==> config.mk <==
export PLATFORM = sky130hd
export DESIGN_NAME = lcfc_div
export DESIGN_NICKNAME = d
export VERILOG_FILES = /design/src/sv/lcfc_pkg.sv /design/src/sv/lcfc_div.sv
export SDC_FILE = /design/constraint.sdc
export NUM_CORES = 1
export LEC_CHECK = 0
export BUFFER_PORTS_ARGS = -buffer_cell sky130_fd_sc_hd__buf_2
export CORE_MARGIN = 10
export CORE_UTILIZATION = 52
export DETAILED_ROUTE_END_ITERATION = 8
export GPL_TIMING_DRIVEN = 0
export PLACE_DENSITY_LB_ADDON = 0.12
export SLEW_MARGIN = 15
export SYNTH_ARGS = -nofsm -noshare
export SYNTH_HDL_FRONTEND = slang
export SYNTH_SLANG_ARGS = --single-unit
==> constraint.sdc <==
create_clock -name clk -period 2.6 [get_ports clk]
set_input_delay 0.52 -clock clk [delete_from_list [all_inputs] [get_ports clk]]
set_output_delay 0.52 -clock clk [all_outputs]
set_load 0.01 [all_outputs]
==> src/sv/lcfc_pkg.sv <==
`default_nettype none
package lcfc_pkg;
	localparam int VALUE_W         = 16;
	localparam int LEN_W           = 16;
	localparam int DIV_W           = 9;
	localparam int MAX_VALUE_DEF   = 65535;
	localparam int MAX_FACTORS_DEF = 6;
	localparam logic [LEN_W-1:0] LEN_MAX = {LEN_W{1'b1}};
endpackage
`default_nettype wire

==> src/sv/lcfc_div.sv <==
`default_nettype none
module lcfc_div
	import lcfc_pkg::*;
(
	input  wire logic               clk,
	input  wire logic               arst_n,
	input  wire logic               start,
	input  wire logic [VALUE_W-1:0] dividend,
	input  wire logic [DIV_W-1:0]   divisor,
	output logic                    done,
	output logic      [VALUE_W-1:0] quotient,
	output logic      [DIV_W-1:0]   remainder
);
	localparam int CNT_W = $clog2(VALUE_W);

	logic               busy_q;
	logic               done_q;
	logic [CNT_W-1:0]   cnt_q;
	logic [VALUE_W-1:0] dvd_q;
	logic [DIV_W-1:0]   dsr_q;
	logic [DIV_W-1:0]   rem_q;
	logic [DIV_W:0]     rem_sh;
	logic               fits;

	// one quotient bit per cycle, restoring
	assign rem_sh = {rem_q, dvd_q[VALUE_W-1]};
	assign fits   = rem_sh >= {1'b0, dsr_q};

	always_ff @(posedge clk or negedge arst_n) begin
		if (!arst_n) begin
			busy_q <= 1'b0;
			done_q <= 1'b0;
			cnt_q  <= '0;
		end else begin
			done_q <= 1'b0;
			if (start) begin
				busy_q <= 1'b1;
				cnt_q  <= '0;
			end else if (busy_q) begin
				cnt_q <= cnt_q + 1'b1;
				if (cnt_q == CNT_W'(VALUE_W - 1)) begin
					busy_q <= 1'b0;
					done_q <= 1'b1;
				end
			end
		end
	end

	always_ff @(posedge clk) begin
		if (start) begin
			dvd_q <= dividend;
			dsr_q <= divisor;
			rem_q <= '0;
		end else if (busy_q) begin
			dvd_q <= {dvd_q[VALUE_W-2:0], fits};
			rem_q <= fits ? DIV_W'(rem_sh - {1'b0, dsr_q}) : rem_sh[DIV_W-1:0];
		end
	end

	assign done      = done_q;
	assign quotient  = dvd_q;
	assign remainder = rem_q;
endmodule
`default_nettype wire

### Yosys cells after proc, flatten, opt, wreduce, memory -nomap -nowiden

Cells that the tools add are included.

* memories kept: 0
* input port bits: 28
* output and inout bits: 26
* bits in latches: 0
* RAM bits: 0
* bits in read-only memories: 0
* bits in registers: 40
* word-level logic and storage cells: 22

* equality and inequality tests: 1
* divide/modulo/power cells: 0
* bitwise operators: 0
* shift operators: 0
* add/sub/neg operators: 2
* magnitude comparators: 1
* reductions and logical operators: 1
* muxes and demuxes: 11
* multiply operators: 0

Operators with widths (number)
* 16-bit 2-to-1 mux: 2
* 10-bit by 9-bit greater-or-equal comparator with 1-bit output: 1
* 9-bit 2-to-1 mux: 1
* 9-bit subtractor: 1
* 4-bit 2-to-1 mux: 2
* 1-bit 2-to-1 mux: 6
* 4-bit by 1-bit adder with 4-bit output (second input constant): 1
* 4-bit equality test (second input constant): 1
* 2-bit nonzero test: 1

### Longest topological paths before layout

* word-level depth: 4
* mapped depth: 9
* gate-level depth less buffers: 9

### Worst setup path after synthesis

OpenSTA, ideal clock, no wires.

* path type: reg2reg
* start: register dvd_q[15] (netlist: quotient[15])
* end: register dvd_q[0] (netlist: quotient[0]) (data pin)
* cell stages (with the launch flop): 9
* required time: 2.340 ns
* setup time: 0.260 ns
* slack: 0.225 ns
* arrival: 2.115 ns
* cell sequence: edfxtp_1 -> inv_1 -> ha_1 -> inv_1 -> fa_1 -> a211oi_1 -> o21a_1 -> o211ai_4 -> mux2_2

* longest elaborated chain between the ends: 3

Ends and longest elaborated chain
* start, declared: line lcfc_div.sv:19 `logic [VALUE_W-1:0] dvd_q;`
* start signal, assigned: line lcfc_div.sv:51 `dvd_q <= dividend;`
* start signal, assigned: line lcfc_div.sv:55 `dvd_q <= {dvd_q[VALUE_W-2:0], fits};`
* 10-bit by 9-bit greater-or-equal comparator with 1-bit output: line lcfc_div.sv:27 `assign fits = rem_sh >= {1'b0, dsr_q};`
* 16-bit 2-to-1 mux: line lcfc_div.sv:54 `end else if (busy_q) begin`
* 16-bit 2-to-1 mux: line lcfc_div.sv:50 `if (start) begin`

Every way passes these cells. The select of a mux whose other input is x is not followed.
A chain may end at the register's enable or synchronous reset.

### Worst setup path in the final report

Ends and elaborated chain as after synthesis.

==> out/qor.txt <==
Status: finished clean
CTS tree: yes
Via density: 5.56
Port Buf Inserts: 53
Rel. slew slack: 0.617
Main combinational cell family by area after synthesis: compound AO/OA/AOI/OAI gates
Final instance area: 2560 sq um
Grt ovf: 0
Fmax: 0.410 GHz
Netlist Area Pre-Place: 2090 sq um
Post-layout minimum cycle time: 2.44 ns
Synth Area in Compound Gates: 0.122
Setup Viol. Count Final: 0
Hpwl dp: 3760 microns
Multi-input logic area: 946 sq um
Worst Path Max Fanout: 9
Synth warnings: 0
# Max-Cap Violations: 0
Crit share post-route: 0.939
Leak: 0.00113 uW
Peak supply drop: 0.536 mV
# fillers: 319
Hold WS: 0.0321 ns
Placeable Area: 3940 sq um
Num rows: 23
FF+latch count, synth: 40
R2r setup slk: 0.16 ns
Unique masters post-synth: 41
Final WL: 4960 microns
Initial core utilization: 0.531
Worst Hold Class: in -> async
Ant. Diodes: 0
Combinational cell fraction of total power: 0.347
Switching Share: 0.325
DRT iter0 DRCs: 131
Critical Path AT: 2.49 ns
Clock Root Buffer: clkbuf_8
Post-Route Skew: 0.00604 ns
Share of layout cells above drive strength 1: 0.366
Chip width: 83.4 microns
Layout Cells excl Fill: 288
Initial antenna violation count: 0
Top post-synthesis cells by count: edfxtp_1, mux2_2, inv_1, nor2_1
Synth top area cells: edfxtp_1, dfxtp_1, mux2_2, dfrtp_1, ha_1
First-pass GRT wire length: 8350 microns
Full die area: 6960 sq um
Switching power of the nets: 662 uW
Final Hold Fails: 0
CP Launch Type: flop
Sequential cell area: 1080 sq um
Least-Margin Pin Slew: 0.574 ns
DR pass1 iterations: 4
Top_reg_cell synth: edfxtp_1
CP endpoint kind: flop
Most common cell in the netlist: edfxtp_1
Syn_nets: 214
RSZ-0062 raised after global routing: no
Die Span Y: 83.4 microns
Number of flops mapped to enable cells by yosys: 25
Gpl congestion: 0.868
Power, Total: 2040 uW
Clock network fraction of total power: 0.245
Placed inst area: 2420 sq um
Sequential fraction of the synthesis area: 0.516
Reg clk slew, reported paths: 0.08 ns
Placed cells: 278
Drt drc: 0
Int Power: 1370 uW
Routed vias: 1,600
Clock Path Buffers: 2
Clock Latency Late Sink: 0.29 ns
Nets: 276
Layout area overhead: 22.2%
Number of H-tree levels: 2
Slew Viols, Final: 0
P per Cell Area: 796 nW/um^2
XOR/XNOR share of the synthesized area: 0.0293
Clk sinks: 40
WS Path Type: reg -> reg
Cell taking the most area after synthesis: edfxtp_1
Mapped Cells: 175
Io pins: 54
Sequential share of power: 0.408
Worst Path Required: 2.65 ns
Post-synth ARST share: 0.150
Yosys top cell area share: 0.359
Adder-Cell Fraction of Synth Area: 0.0693
TritonCTS Buffers: 5
Hold bufs inserted after CTS: 0
Syn Area/Cell: 12.0 sq um
Gr usage total: 0.145
Multiplexer share of the synthesized area: 0.115
Number of global-route vias before repair: 1,726
Largest net degree at the start of global routing: 17
Setup TNS: 0 ns
Post-DRT Antenna Nets: 0
WL/cell: 17.2 microns
Synth Area in Simple Gates: 0.110
## cells in the final DEF, fill, tap and decap left out, types with 2 or more instances in the layout
cell type  Yosys  layout
a211oi_1       5       4
dfrtp_1        6       6
clkbuf_8       0       5
xnor2_1        3       3
o211ai_1       4       4
nor2_1        14      14
xor2_1         4       4
clkbuf_1       5       6
dfxtp_1        9       9
edfxtp_1      25      25
nand2b_1       3       3
a311oi_1       4       4
buf_4          0       2
a21o_1         3       3
nand2_1       10      10
ha_1          10      10
inv_1         14      14
a21oi_1        7       7
buf_2          1      54
a211oi_2       1       2
mux2i_1        6       6
mux2_2        16      16
nand3_1        4       4
## sequential cells by signal (all words and copies together) (netlist names)
signal and cells:
quotient 16, dsr_q 9, busy_q 1, remainder 9, done 1, cnt_q 4
## power groups by stage
stage               logic (uW)  registers [uW]  clock network [uW]
floorplan                  442             864                   0
global placement           638             838                   0
detailed placement         664             843                   0
CTS                        670             830                 511
global route               783             842                 534
finish                     707             831                 498
## worst max-delay path: stages (launching register included)
cell and delay, ns:
edfxtp_1 0.41, inv_1 0.08, ha_1 0.16, inv_1 0.05, fa_1 0.42, a211oi_2 0.31, o21a_2 0.27, o211ai_4 0.18
mux2_2 0.33
## path summary, 6_finish.rpt
kind | to | startpoint | cells after the start
hold / removal | cnt_q[3] | arst_n | 1
max in group asynchronous | cnt_q[2] | arst_n | 1
hold reg to reg | remainder[6] | remainder[6] | 2
setup / recovery | quotient[0] | quotient[15] | 8
setup reg to reg | quotient[0] | quotient[15] | 8
min in group clk | dsr_q[3] | divisor[3] | 1
## cells by family (layout without fill, tap and decap cells)
family / after synthesis / count (layout)
and+or+nand+nor: 42 / 42
DFF: 40 / 40
AOI/OAI and AO/OA: 32 / 32
muxes: 22 / 22
buffers and inverters: 21 / 84
adders and majority gates: 11 / 11
xor gates and xnor gates: 7 / 7
## final cells by class
cell class                      instances  share of cell area
Timing Repair Buffer                   55               0.110
Sequential cell                        40               0.423
Clock inverter                          2              0.0137
Inverter                               14              0.0205
Buffer                                  7              0.0108
Tap cell                               50              0.0245
Clock buffer                            6              0.0284
Multi-Input combinational cell        114               0.370
## metrics by stage
step,util,setup WS [ns]
CTS,0.641,0.0111
floorplan,-,0.225
global placement,0.614,0.0642
global route,0.649,0.00352
finish,0.649,0.158
detailed placement,0.614,0.0501
## layer usage
metal / vias to the layer above / share of wire / track usage
met5: - / 0 / 0
met4: 0 / 0.015 / 0.0441
met3: 11 / 0.072 / 0.0566
met2: 59 / 0.51 / 0.249
met1: 758 / 0.41 / 0.163
li1: 772 / - / -
## what timing repair did
item / in CTS / in global routing
endpoints found under the setup margin: 0 / 10
buffers inserted: 0 / 2
gates resized for setup: 0 / 3
No activity file was read; power rests on OpenSTA's default activity.
